$ cat src/hw/rtl/content_length_deframer_unit_macros.svh
// Assertion helpers for the content-length deframer.
`ifndef CONTENT_LENGTH_DEFRAMER_UNIT_MACROS_SVH
`define CONTENT_LENGTH_DEFRAMER_UNIT_MACROS_SVH

`ifndef SYNTHESIS
// Same-cycle implication, checked outside reset.
`define CLD_ASSERT_NOW(lbl, pre, post) \
  lbl: assert property (@(posedge clk) disable iff (rst) (pre) |-> (post)) \
    else $error("deframer check failed");
// Next-cycle implication, checked outside reset.
`define CLD_ASSERT_NEXT(lbl, pre, post) \
  lbl: assert property (@(posedge clk) disable iff (rst) (pre) |=> (post)) \
    else $error("deframer check failed");
`else
`define CLD_ASSERT_NOW(lbl, pre, post)
`define CLD_ASSERT_NEXT(lbl, pre, post)
`endif

`endif

$ cat src/hw/rtl/cld_pkg.sv
package cld_pkg;

  localparam int LENGTH_BITS = 32;
  localparam int REG_BITS    = 32;
  localparam int CMP_BITS    = (LENGTH_BITS > REG_BITS) ? LENGTH_BITS : REG_BITS;
  localparam int PREFIX_LEN  = 16;
  localparam int COL_BITS    = $clog2(PREFIX_LEN + 1);
  localparam int PADDR_BITS  = 3;

  localparam logic [REG_BITS-1:0] MAX_BODY_RESET = 32'd10485760;
  localparam logic REG_MAX_BODY_LENGTH = 1'b0;

  localparam logic [7:0] CHAR_CR    = 8'h0d;
  localparam logic [7:0] CHAR_LF    = 8'h0a;
  localparam logic [7:0] CHAR_SPACE = 8'h20;
  localparam logic [7:0] CHAR_MINUS = 8'h2d;
  localparam logic [7:0] CHAR_ZERO  = 8'h30;
  localparam logic [7:0] CHAR_NINE  = 8'h39;
  localparam logic [7:0] CHAR_UP_A  = 8'h41;
  localparam logic [7:0] CHAR_UP_Z  = 8'h5a;
  localparam logic [7:0] CASE_DELTA = 8'h20;

  // Header scanner result for one byte: a valid frame header just closed.
  typedef struct packed {
    logic                   start;
    logic [LENGTH_BITS-1:0] length;
  } hdr_evt_t;

  function automatic logic [7:0] prefix_char(input logic [COL_BITS-2:0] col);
    logic [7:0] ch;
    begin
      case (col)
        4'd0:  ch = 8'h63; // c
        4'd1:  ch = 8'h6f; // o
        4'd2:  ch = 8'h6e; // n
        4'd3:  ch = 8'h74; // t
        4'd4:  ch = 8'h65; // e
        4'd5:  ch = 8'h6e; // n
        4'd6:  ch = 8'h74; // t
        4'd7:  ch = 8'h2d; // -
        4'd8:  ch = 8'h6c; // l
        4'd9:  ch = 8'h65; // e
        4'd10: ch = 8'h6e; // n
        4'd11: ch = 8'h67; // g
        4'd12: ch = 8'h74; // t
        4'd13: ch = 8'h68; // h
        4'd14: ch = 8'h3a; // :
        default: ch = 8'h20;
      endcase
      return ch;
    end
  endfunction

endpackage

$ cat src/hw/rtl/cld_in_if.sv
interface cld_in_if;
  logic       valid;
  logic       ready;
  logic [7:0] in_byte;

  modport source (output valid, output in_byte, input ready);
  modport sink   (input valid, input in_byte, output ready);
endinterface

$ cat src/hw/rtl/cld_out_if.sv
interface cld_out_if;
  logic       valid;
  logic       ready;
  logic [7:0] body_byte;
  logic       last_of_message;
  logic       empty_message;

  modport source (output valid, output body_byte, output last_of_message,
                  output empty_message, input ready);
  modport sink   (input valid, input body_byte, input last_of_message,
                  input empty_message, output ready);
endinterface

$ cat src/hw/rtl/content_length_deframer_unit.sv
// Content-length deframer: takes one stream byte per clock unless the output stalls, and
// passes body bytes of each framed message straight through, flagging the final byte; a
// zero-length message gives a single empty marker. Header bytes, and whole headers whose
// length is missing, malformed, negative, overflowing or above max_body_length, give
// nothing. A byte goes through an input register and then the output register; a stalled
// output holds both. There is no clearing pass after reset.
`include "content_length_deframer_unit_macros.svh"

module content_length_deframer_unit import cld_pkg::*; (
  input  logic                  clk,
  input  logic                  rst,
  cld_in_if.sink                stream,
  cld_out_if.source             message,
  input  logic                  psel,
  input  logic                  penable,
  input  logic                  pwrite,
  input  logic [PADDR_BITS-1:0] paddr,
  input  logic [REG_BITS-1:0]   pwdata,
  output logic [REG_BITS-1:0]   prdata,
  output logic                  pready
);

  logic [REG_BITS-1:0]    max_len;
  logic                   s1_valid;
  logic [7:0]             s1_byte;
  logic                   in_body;
  logic [LENGTH_BITS-1:0] remaining;
  logic                   out_valid;
  logic [7:0]             out_byte;
  logic                   out_last;
  logic                   out_empty;

  logic     out_free;
  logic     advance;
  logic     body_step;
  logic     body_last;
  hdr_evt_t evt;

  assign pready = 1'b1;
  assign prdata = (paddr[PADDR_BITS-1] == REG_MAX_BODY_LENGTH) ? max_len : '0;

  assign out_free     = !out_valid || message.ready;
  assign advance      = s1_valid && out_free;
  assign stream.ready = !s1_valid || out_free;
  assign body_step    = advance && in_body;
  assign body_last    = (remaining <= LENGTH_BITS'(1));

  cld_hdr u_hdr (
    .clk      (clk),
    .rst      (rst),
    .step     (advance && !in_body),
    .hdr_byte (s1_byte),
    .max_len  (max_len),
    .evt      (evt)
  );

  assign message.valid           = out_valid;
  assign message.body_byte       = out_byte;
  assign message.last_of_message = out_last;
  assign message.empty_message   = out_empty;

  always_ff @(posedge clk) begin
    if (rst) begin
      max_len   <= MAX_BODY_RESET;
      s1_valid  <= 1'b0;
      in_body   <= 1'b0;
      remaining <= '0;
      out_valid <= 1'b0;
    end else begin
      if (psel && penable && pwrite && (paddr[PADDR_BITS-1] == REG_MAX_BODY_LENGTH))
        max_len <= pwdata;

      if (stream.valid && stream.ready) begin
        s1_valid <= 1'b1;
      end else if (advance) begin
        s1_valid <= 1'b0;
      end

      if (body_step || (evt.start && (evt.length == '0))) begin
        out_valid <= 1'b1;
      end else if (message.ready) begin
        out_valid <= 1'b0;
      end

      if (body_step) begin
        if (body_last) begin
          in_body   <= 1'b0;
          remaining <= '0;
        end else begin
          remaining <= remaining - 1'b1;
        end
      end else if (evt.start && (evt.length != '0)) begin
        // Open the body; a zero length only emits the empty marker.
        in_body   <= 1'b1;
        remaining <= evt.length;
      end
    end
  end

  // Payload registers: s1_byte loads when a byte is taken; the output payload loads only when a result is produced.
  always_ff @(posedge clk) begin
    if (stream.valid && stream.ready) s1_byte <= stream.in_byte;
    if (body_step) begin
      out_byte  <= s1_byte;
      out_last  <= body_last;
      out_empty <= 1'b0;
    end else if (evt.start && (evt.length == '0)) begin
      out_byte  <= 8'd0;
      out_last  <= 1'b1;
      out_empty <= 1'b1;
    end
  end

  `CLD_ASSERT_NOW(a_body_nonzero, in_body, remaining != '0)
  `CLD_ASSERT_NOW(a_empty_shape, out_valid && out_empty, out_last && (out_byte == 8'd0))
  `CLD_ASSERT_NEXT(a_body_closes, body_step && body_last, !in_body && out_valid && out_last)
  `CLD_ASSERT_NOW(a_no_start_in_body, in_body, !evt.start)

endmodule

$ cat src/hw/rtl/cld_hdr.sv
module cld_hdr import cld_pkg::*; (
  input  logic                clk,
  input  logic                rst,
  input  logic                step,
  input  logic [7:0]          hdr_byte,
  input  logic [REG_BITS-1:0] max_len,
  output hdr_evt_t            evt
);

  typedef enum logic [1:0] {MODE_PREFIX, MODE_VALUE, MODE_SKIP} line_mode_t;
  typedef enum logic [1:0] {PH_LEAD, PH_MINUS, PH_DIGITS, PH_TRAIL} value_phase_t;

  typedef struct packed {
    logic [1:0]             dprog;
    logic [COL_BITS-1:0]    column;
    line_mode_t             mode;
    logic                   seen;
    value_phase_t           phase;
    logic [LENGTH_BITS-1:0] acc;
    logic                   too_big;
    logic                   neg;
    logic                   bad;
  } hdr_state_t;

  localparam hdr_state_t HDR_CLEAR = '{
    dprog: 2'd0, column: '0, mode: MODE_PREFIX, seen: 1'b0, phase: PH_LEAD,
    acc: '0, too_big: 1'b0, neg: 1'b0, bad: 1'b0};

  hdr_state_t hs;
  hdr_state_t hs_next;

  function automatic hdr_state_t add_digit(input hdr_state_t s, input logic [7:0] c);
    logic [LENGTH_BITS+3:0] prod;
    begin
      prod = {1'b0, s.acc, 3'b000} + {3'b000, s.acc, 1'b0}
           + {{LENGTH_BITS{1'b0}}, c[3:0]};
      if (!s.too_big) begin
        if (prod[LENGTH_BITS+3:LENGTH_BITS] != 4'd0) begin
          s.acc     = '1;
          s.too_big = 1'b1;
        end else begin
          s.acc = prod[LENGTH_BITS-1:0];
        end
      end
      return s;
    end
  endfunction

  function automatic hdr_state_t value_byte(input hdr_state_t s, input logic [7:0] c);
    logic digit;
    begin
      digit = (c >= CHAR_ZERO) && (c <= CHAR_NINE);
      if (!s.bad) begin
        case (s.phase)
          PH_LEAD: begin
            if (c == CHAR_SPACE) begin
              s.phase = PH_LEAD;
            end else if (c == CHAR_MINUS) begin
              s.neg   = 1'b1;
              s.phase = PH_MINUS;
            end else if (digit) begin
              s       = add_digit(s, c);
              s.phase = PH_DIGITS;
            end else begin
              s.bad = 1'b1;
            end
          end
          PH_MINUS: begin
            if (digit) begin
              s       = add_digit(s, c);
              s.phase = PH_DIGITS;
            end else begin
              s.bad = 1'b1;
            end
          end
          PH_DIGITS: begin
            if (digit) begin
              s = add_digit(s, c);
            end else if (c == CHAR_SPACE) begin
              s.phase = PH_TRAIL;
            end else begin
              s.bad = 1'b1;
            end
          end
          default: begin
            if (c != CHAR_SPACE) s.bad = 1'b1;
          end
        endcase
      end
      return s;
    end
  endfunction

  function automatic hdr_state_t content_byte(input hdr_state_t s, input logic [7:0] c);
    logic [7:0] low;
    begin
      low = ((c >= CHAR_UP_A) && (c <= CHAR_UP_Z)) ? c + CASE_DELTA : c;
      case (s.mode)
        MODE_VALUE: s = value_byte(s, c);
        MODE_PREFIX: begin
          if (s.column[COL_BITS-1] || (low != prefix_char(s.column[COL_BITS-2:0]))) begin
            s.mode = MODE_SKIP;
          end else begin
            s.column = s.column + 1'b1;
            if (s.column == COL_BITS'(PREFIX_LEN)) begin
              s.mode = MODE_VALUE;
              s.seen = 1'b1;
            end
          end
        end
        default: s = s;
      endcase
      return s;
    end
  endfunction

  logic pending;
  logic len_ok;
  hdr_state_t after_cr;

  assign pending = (hs.dprog == 2'd1) || (hs.dprog == 2'd3);

  // Header verdict at the final LF of CR LF CR LF.
  assign len_ok = hs.seen && !hs.bad && !hs.too_big && !(hs.neg && (hs.acc != '0))
                && (CMP_BITS'(hs.acc) <= CMP_BITS'(max_len));

  assign after_cr = pending ? content_byte(hs, CHAR_CR) : hs;

  always_comb begin
    hs_next    = hs;
    evt.start  = 1'b0;
    evt.length = hs.acc;
    if (step) begin
      if ((hdr_byte == CHAR_LF) && pending) begin
        if (hs.dprog == 2'd3) begin
          evt.start = len_ok;
          hs_next   = HDR_CLEAR;
        end else begin
          hs_next.dprog = 2'd2;
          if ((hs.mode == MODE_VALUE) && (hs.phase != PH_DIGITS) && (hs.phase != PH_TRAIL))
            hs_next.bad = 1'b1;
          hs_next.column = '0;
          hs_next.mode   = hs.seen ? MODE_SKIP : MODE_PREFIX;
        end
      end else if (hdr_byte == CHAR_CR) begin
        hs_next       = after_cr;
        hs_next.dprog = (hs.dprog == 2'd2) ? 2'd3 : 2'd1;
      end else begin
        hs_next       = content_byte(after_cr, hdr_byte);
        hs_next.dprog = 2'd0;
      end
    end
  end

  always_ff @(posedge clk) begin
    if (rst) begin
      hs <= HDR_CLEAR;
    end else begin
      hs <= hs_next;
    end
  end

endmodule
$ cat src/flat_wrapper.sv
// flat-port wrapper written by rule: the top's interface ports become plain ports
module content_length_deframer_unit_flat import cld_pkg::*;
  (clk, rst, psel, penable, pwrite, paddr, pwdata, prdata, pready, stream_valid, stream_in_byte, stream_ready, message_valid, message_body_byte, message_last_of_message, message_empty_message, message_ready);
  cld_in_if stream_i ();
  cld_out_if message_i ();
  input  logic clk;
  input  logic rst;
  input  logic psel;
  input  logic penable;
  input  logic pwrite;
  input  logic [PADDR_BITS-1:0] paddr;
  input  logic [REG_BITS-1:0] pwdata;
  output logic [REG_BITS-1:0] prdata;
  output logic pready;
  input wire logic [$bits(stream_i.valid)-1:0] stream_valid;
  input wire logic [$bits(stream_i.in_byte)-1:0] stream_in_byte;
  output wire logic [$bits(stream_i.ready)-1:0] stream_ready;
  output wire logic [$bits(message_i.valid)-1:0] message_valid;
  output wire logic [$bits(message_i.body_byte)-1:0] message_body_byte;
  output wire logic [$bits(message_i.last_of_message)-1:0] message_last_of_message;
  output wire logic [$bits(message_i.empty_message)-1:0] message_empty_message;
  input wire logic [$bits(message_i.ready)-1:0] message_ready;
  assign stream_i.valid = stream_valid;
  assign stream_i.in_byte = stream_in_byte;
  assign stream_ready = stream_i.ready;
  assign message_valid = message_i.valid;
  assign message_body_byte = message_i.body_byte;
  assign message_last_of_message = message_i.last_of_message;
  assign message_empty_message = message_i.empty_message;
  assign message_i.ready = message_ready;
  content_length_deframer_unit u_core (.clk(clk), .rst(rst), .stream(stream_i), .message(message_i), .psel(psel), .penable(penable), .pwrite(pwrite), .paddr(paddr), .pwdata(pwdata), .prdata(prdata), .pready(pready));
endmodule
$ cat config.mk
export PLATFORM = sky130hd
export DESIGN_NAME = content_length_deframer_unit_flat
export DESIGN_NICKNAME = d
export VERILOG_FILES = /design/src/hw/rtl/cld_pkg.sv /design/src/hw/rtl/cld_in_if.sv /design/src/hw/rtl/cld_out_if.sv /design/src/hw/rtl/content_length_deframer_unit.sv /design/src/hw/rtl/cld_hdr.sv /design/src/flat_wrapper.sv
export VERILOG_INCLUDE_DIRS = /design/src /design/src/hw/rtl
export SDC_FILE = /design/constraint.sdc
export NUM_CORES = 1
export LEC_CHECK = 0
export ABC_AREA = 1
export BUFFER_PORTS_ARGS = -buffer_cell sky130_fd_sc_hd__clkbuf_2
export CAP_MARGIN = 20
export CORE_ASPECT_RATIO = 2
export CORE_MARGIN = 5
export CORE_UTILIZATION = 50
export DETAILED_ROUTE_END_ITERATION = 8
export PLACE_DENSITY = 0.69
export SYNTH_ARGS = -nofsm -noshare
export SYNTH_HDL_FRONTEND = slang
export SYNTH_SLANG_ARGS = --single-unit
$ cat constraint.sdc
create_clock -name clk -period 4.7 [get_ports clk]
set_input_delay 0.235 -clock clk [delete_from_list [all_inputs] [get_ports clk]]
set_output_delay 0.235 -clock clk [all_outputs]
set_load 0.03 [all_outputs]
After elaboration in Yosys (flattened, before gate mapping)
Memories as Yosys holds them, arrays and structs flattened. A register that Yosys moved wholly into a read port is not among the register bits.
Index checks and enable logic that the tools add are counted.
Widths: inputs -> output; s select.
{"block": "totals", "register_bits": 132, "rom_bits": 192, "inputBits": 50, "out_inout_bits": 45, "elab_cells": 165, "n_memories": 2}
{"block": "op_classes", "add_sub_neg": 6, "order_cmp": 6, "eq_ne": 21, "mux": 67, "bitwise": 1, "n_reduce_logical": 44}
{"name": "(no name shown)", "depth": 16, "word_bits": 6, "read_ports": 1, "rd_clocked_by_memory_dff": 0, "wr": 0, "line": "cld_pkg.sv:32", "text": "case (col)"}
{"name": "(no name shown)", "depth": 16, "word_bits": 6, "read_ports": 1, "rd_clocked_by_memory_dff": 1, "wr": 0, "line": "cld_pkg.sv:32"}
{"cell": "$mux 32", "n": 5}
{"cell": "$pmux 44 s3", "n": 1}
{"cell": "$mux 47", "n": 2}
{"cell": "$mux 45", "n": 2}
{"cell": "$mux 37", "n": 2}
{"cell": "$mux 8", "n": 9}
{"cell": "$mux 33", "n": 2}
{"cell": "$add 35x33->36", "n": 1}
{"cell": "$add 36x4->36", "n": 1}
{"cell": "$mux 36", "n": 1}
{"cell": "$mux 35", "n": 1}
{"cell": "$mux 34", "n": 1}
{"cell": "$le 32x1->1 const B", "n": 1}
{"cell": "$le 32x32->1", "n": 1}
{"cell": "$logic_not 32->1", "n": 1}
{"cell": "$reduce_bool 32->1", "n": 1}
{"cell": "$sub 32x1->32 const B", "n": 1}
{"cell": "$mux 1", "n": 24}
{"cell": "$logic_and 1x1->1", "n": 19}
{"cell": "$eq 8x4->1 const B", "n": 2}
{"cell": "$eq 8x6->1 const B", "n": 2}
{"cell": "$mux 2", "n": 8}
{"cell": "$pmux 8 s2", "n": 1}
{"cell": "$add 5x1->5 const B", "n": 2}
{"cell": "other kinds (25)", "n": 54}

Depth between registers and ports, before layout
{"block": "depth", "word_depth": 22, "depth_mapped": 22}

By module
From an unflattened synthesis, not the netlist that was laid out.
{"block": "hier_totals", "hier_cells": 1999, "area_unflattened_um2": 12238.0}
{"module": "cld_hdr", "instances": 1, "cells_per_inst": 1289, "area_each_um2": 7534.7}
{"module": "content_length_deframer_unit", "instances": 1, "cells_per_inst": 710, "area_each_um2": 4703.3}

Least setup slack after synthesis
OpenSTA, ideal clock, no wires.
{"block": "synth_timing", "path_type": "flip-flop to flip-flop", "startpoint": "register u_core.s1_byte[3]", "endpoint": "register u_core.u_hdr.hs, in the netlist u_core.u_hdr.evt[10]", "arrival_ns": 2.821, "t_required_ns": 4.568, "slack_ns": 1.747, "path_stages_with_launch": 21, "period_less_slack_ns": 2.953, "cell_sequence": "edfxtp_1 -> inv_1 -> fa_1 -> fa_1 -> inv_1 -> nand3_1 -> nand2_1 -> nand2_1 -> nand2_1 -> nand2_1 -> nand2_1 -> nand2_1 -> nand3_1 -> nand2_1 -> nor2_2 -> buf_2 -> nand3_1 -> nand2_1 -> nand2_1 -> nand2_1 -> a21oi_1"}
{"block": "synth_via", "elab_chain_cells": 12}
{"item": "from (decl)", "line": "content_length_deframer_unit.sv:25", "text": "logic [7:0] s1_byte;"}
{"item": "from (signal assigned)", "line": "content_length_deframer_unit.sv:102", "text": "if (stream.valid && stream.ready) s1_byte <= stream.in_byte;"}
{"item": "$add 36x4->36", "line": "cld_hdr.sv:36", "text": "+ {{LENGTH_BITS{1'b0}}, c[3:0]};"}
{"item": "$reduce_bool 4->1", "line": "cld_hdr.sv:38", "text": "if (prod[LENGTH_BITS+3:LENGTH_BITS] != 4'd0) begin"}
{"item": "$mux 32", "line": "cld_hdr.sv:38"}
{"item": "$mux 33", "line": "cld_hdr.sv:37", "text": "if (!s.too_big) begin"}
{"item": "$mux 36", "line": "cld_hdr.sv:61", "text": "end else if (digit) begin"}
{"item": "$mux 33", "line": "cld_hdr.sv:58", "text": "end else if (c == CHAR_MINUS) begin"}
{"item": "$mux 35", "line": "cld_hdr.sv:56", "text": "if (c == CHAR_SPACE) begin"}
{"item": "$pmux 44 s3", "line": "cld_hdr.sv:54", "text": "case (s.phase)"}
{"item": "$mux 45", "line": "cld_hdr.sv:53", "text": "if (!s.bad) begin"}
{"item": "$mux 37", "line": "cld_hdr.sv:98", "text": "case (s.mode)"}
{"item": "$mux 47", "line": "cld_hdr.sv:145", "text": "end else if (hdr_byte == CHAR_CR) begin"}
{"item": "$mux 47", "line": "cld_hdr.sv:134", "text": "if ((hdr_byte == CHAR_LF) && pending) begin"}
{"item": "to (signal assigned)", "line": "cld_hdr.sv:159", "text": "hs <= hs_next;"}
{"item": "to (decl)", "line": "cld_hdr.sv:29", "text": "hdr_state_t hs;"}
Parallel ways exist; a longest one is shown, timed or not.
A chain may end at the register's enable or synchronous reset.

Worst setup path in the final report
{"block": "layout_timing", "startpoint": "register u_core.u_hdr.hs, in the netlist u_core.u_hdr.evt[2]", "endpoint": "register u_core.u_hdr.hs, in the netlist u_core.u_hdr.evt[29]"}
{"block": "layout_via", "elab_chain_cells": 14}
{"item": "$mux 45 (*)", "line": "cld_hdr.sv:127", "text": "assign after_cr = pending ? content_byte(hs, CHAR_CR) : hs;"}
{"item": "$add 35x33->36 (*)", "line": "cld_hdr.sv:35", "text": "prod = {1'b0, s.acc, 3'b000} + {3'b000, s.acc, 1'b0}"}
{"item": "$add 36x4->36 (*)", "line": "cld_hdr.sv:36"}
{"item": "$reduce_bool 4->1", "line": "cld_hdr.sv:38"}
{"item": "$mux 32 (*)", "line": "cld_hdr.sv:38"}
{"item": "$mux 33 (*)", "line": "cld_hdr.sv:37"}
{"item": "$mux 36", "line": "cld_hdr.sv:61"}
{"item": "$mux 33", "line": "cld_hdr.sv:58"}
{"item": "$mux 35", "line": "cld_hdr.sv:56"}
{"item": "$pmux 44 s3 (*)", "line": "cld_hdr.sv:54"}
{"item": "$mux 45 (*)", "line": "cld_hdr.sv:53"}
{"item": "$mux 37 (*)", "line": "cld_hdr.sv:98"}
{"item": "$mux 47 (*)", "line": "cld_hdr.sv:145"}
{"item": "$mux 47 (*)", "line": "cld_hdr.sv:134"}
Mark *: on every way between the ends. The rest lies on a longest branch, timed or not.

==> results_dict.tcl <==
set metrics [dict create \
    drt_iter0_drc 820 \
    rows 78 \
    slew_violations 0 \
    ys_seq_area_share_pct 24.55 \
    required_ps 4980 \
    area_growth_pct 11.38 \
    wl_um 37850 \
    hp-class "in2reg" \
    worstSkewPairLatency_ps 450 \
    grt_max_degree 77 \
    hp-start "pwdata[21]" \
    endpoint "u_core.u_hdr.evt[29]$_SDFFE_PP0P_" \
    power_density_nw_per_um2 210.9 \
    synth_top_cell_area_share_pct 20.09 \
    post_cts_resized 0 \
    drt-wirelength-per-cell_um 17.23 \
    rsz0062_at_grt "false" \
    leakagePower_nw 6.526 \
    layout_commonest_cell "nand2_1" \
    finalSetupTns_ps 0 \
    grt_overflow 0 \
    ir_drop_v 0.0002318 \
    r2r_cells 20 \
    grt_pass1_vias 11710 \
    pre_cts_ws_ps 970.7 \
    cp_max_fo 33 \
    stdcell_count 2196 \
    syn_nets 2004 \
    io_pins 95 \
    ff_latch_area_um2 2813 \
    dp_hpwl_um 28310 \
    synthTopCellsByArea "dfxtp_1 (20%), nand2_1 (17%), ha_1 (12%), a21oi_1 (8.6%), inv_1 (7.2%)" \
    ys_async_sr_fraction_pct 0 \
    finClkSkew_ps 20.83 \
    r2r-end "u_core.u_hdr.evt[29]$_SDFFE_PP0P_" \
    vias 12400 \
    setup_viol 0 \
    antenna_found_initial 0 \
    final_cell_mix "nand2_1 (519), inv_1 (221), a21oi_1 (196), nor2_1 (179), nand3_1 (143)" \
    layout_min_cycle_time_ps 3803 \
    maxCapViolCount 0 \
    slew-limit-headroom_pct 36.13 \
    cts_tree "done" \
    io_buffers 91 \
    synth_cells 1844 \
    initial_core_util_pct 50.60 \
    drive_gt1_share_pct 8.612 \
    gp_congestion 1.005 \
    finalCritPeriodShare_pct 80.92 \
    hold_viol_final 0 \
    placedCellCount 2154 \
    cp-end-kind "flip-flop" \
    ys_ff_latch 132 \
    dieArea_um2 26230 \
    fp.dieH_um 224.1 \
    fin_nets 2064 \
    cts_buffer_depth 2 \
    setup_slack_ps 896.8 \
    grt_pass1_wl_um 58860 \
    crit_path_start "u_core.u_hdr.evt[2]$_SDFFE_PP0P_" \
    critical_path_class "reg2reg" \
    synth_top_area_cell "dfxtp_1" \
    route.detailed.drc 0 \
    num_antenna_cells 0 \
    regToRegSetupSlack_ps 900 \
    core_um2 22640 \
    fin_util_pct 56.36 \
    synth-edff-count 17 \
    worstPathArrival_ps 4080 \
    syn_area_um2 11460 \
    viasPerCell 5.646 \
    clock-sinks 132 \
    worstMarginPinSlew_ps 958.0 \
    ant_nets 0 \
    clk_pin_slew_worst_paths_ps 60 \
    fmax_ghz 0.2629 \
    avgSynthCellArea_um2 6.213 \
    fill_cells 2315 \
    ys_types 45 \
    grt_usage_pct 28.82 \
    die_x_um 117.0 \
    synth-main-ff-cell "dfxtp_1" \
    multi_input_comb_area_um2 7473 \
    cts_buffers 17 \
    worstReg2RegStart "u_core.u_hdr.evt[2]$_SDFFE_PP0P_" \
    dr.pass1.iters 5 \
    hold_slack_ps 36.85 \
    cts_max_level 4 \
    start_kind "flip-flop" \
    yosysWarnings 0 \
    status "complete, no violations" \
    cts_root_buf "clkbuf_16" \
]
[cell usage after synthesis (2+ instances only)]
| cell type | count |
|---|---|
| nor3b_1 | 2 |
| nor2_2 | 4 |
| a211oi_1 | 3 |
| fa_1 | 2 |
| ha_1 | 108 |
| o21ai_1 | 3 |
| nand3b_1 | 6 |
| xnor2_1 | 26 |
| buf_4 | 10 |
| inv_1 | 221 |
| nor2_1 | 181 |
| inv_2 | 5 |
| o211ai_1 | 8 |
| nor3_1 | 20 |
| o21ai_0 | 69 |
| edfxtp_1 | 17 |
| nand2_1 | 519 |
| xor2_1 | 22 |
| dfxtp_1 | 115 |
| buf_1 | 3 |
| buf_6 | 3 |
| buf_2 | 8 |
| nand4_1 | 16 |
| o21bai_1 | 11 |
| a21oi_1 | 196 |
| clkbuf_1 | 49 |
| a31oi_1 | 4 |
| o41ai_1 | 2 |
| or2_2 | 5 |
| nor4_1 | 14 |
| o22ai_1 | 27 |
| nand2_2 | 4 |
| nor3_2 | 4 |
| a21o_1 | 2 |
| nand3_1 | 144 |
| nor2_4 | 2 |
[layer usage]
| metal | vias to the layer above | GRT usage (%) | part of all wire, % |
|---|---|---|---|
| li1 | 6150 | - | - |
| met1 | 5708 | 29.09 | 35 |
| met2 | 395 | 51.90 | 53 |
| met3 | 145 | 3.866 | 3.7 |
| met4 | 0 | 21.37 | 7.9 |
| met5 | - | 0 | 0 |
[worst min-delay path by stage]
stage / end / cells after the start / slack [ps]
after floorplan: u_core.s1_byte[0]$_DFFE_PP_ / 0 / 330
after global placement: u_core.s1_byte[2]$_DFFE_PP_ / 1 / 410
after detailed placement: u_core.s1_byte[4]$_DFFE_PP_ / 1 / 410
after CTS: u_core.max_len[21]$_SDFFE_PP1P_ / 3 / 10
after global routing: u_core.max_len[21]$_SDFFE_PP1P_ / 3 / 50
final: u_core.max_len[21]$_SDFFE_PP1P_ / 3 / 40
[flip-flops by register name, summed over array words and instances (netlist names), 8 cells and up]
name / flops
u_core.max_len: 32
u_core.s1_byte: 8
u_core.remaining: 32
u_core.message.body_byte: 8
u_core.u_hdr.evt: 32
u_core.u_hdr.hs: 15
[metrics by stage]
step	total power [mW]	area, µm²
floorplan	1.303	11460
global placement	1.357	12030
detailed placement	1.362	12030
CTS	2.715	12710
global route	2.799	12760
finish	2.692	12760
[what timing repair did]
item	CTS	global route
endpoints found under the hold margin	9	0
hold buffers	9	0
buffers inserted	0	0
[area by class of cell]
cell class              instances  share of cell area [%]
multi-input cells            1413                   58.56
flip-flops and latches        132                   22.04
inverters                     226                   6.648
repair buffers                114                   5.412
clock buffers                  22                   3.794
well taps                     280                   2.745
clock inverters                 9                  0.7942
[cell families (layout without fill, tap and decap cells)]
group	count (synthesis)	after routing	synth area share, %
AOI/OAI and AO/OA	329	329	15.39
xor gates and xnor gates	48	48	3.669
adders and majority gates	110	110	12.14
buffers and inverters	299	371	10.41
DFF	132	132	24.55
other	1	1	0.03273
and+or+nand+nor	925	925	33.81
[worst max-delay path, stage by stage, from the launching register on]
cell and delay, ps:
dfxtp_1 500, inv_1 160, fa_1 520, fa_1 470
inv_1 70, nand3_1 60, nand2_1 180, nand2_1 100
nand2_1 130, nand2_1 70, nand2_1 200, nand2_1 110
nand3_1 80, nand2_1 60, nor2_2 90, buf_4 390
nand3_1 160, nand2_1 90, nand2_1 50, nand2_1 60
a21oi_1 50
[power by group]
part           internal (mW)  total [mW]  switching [mW]
sequential              1.16        1.17          0.0118
combinational         0.0608       0.176           0.115
clock                  0.829        1.35           0.517
Note: power is estimated with default switching activity, not from simulation.
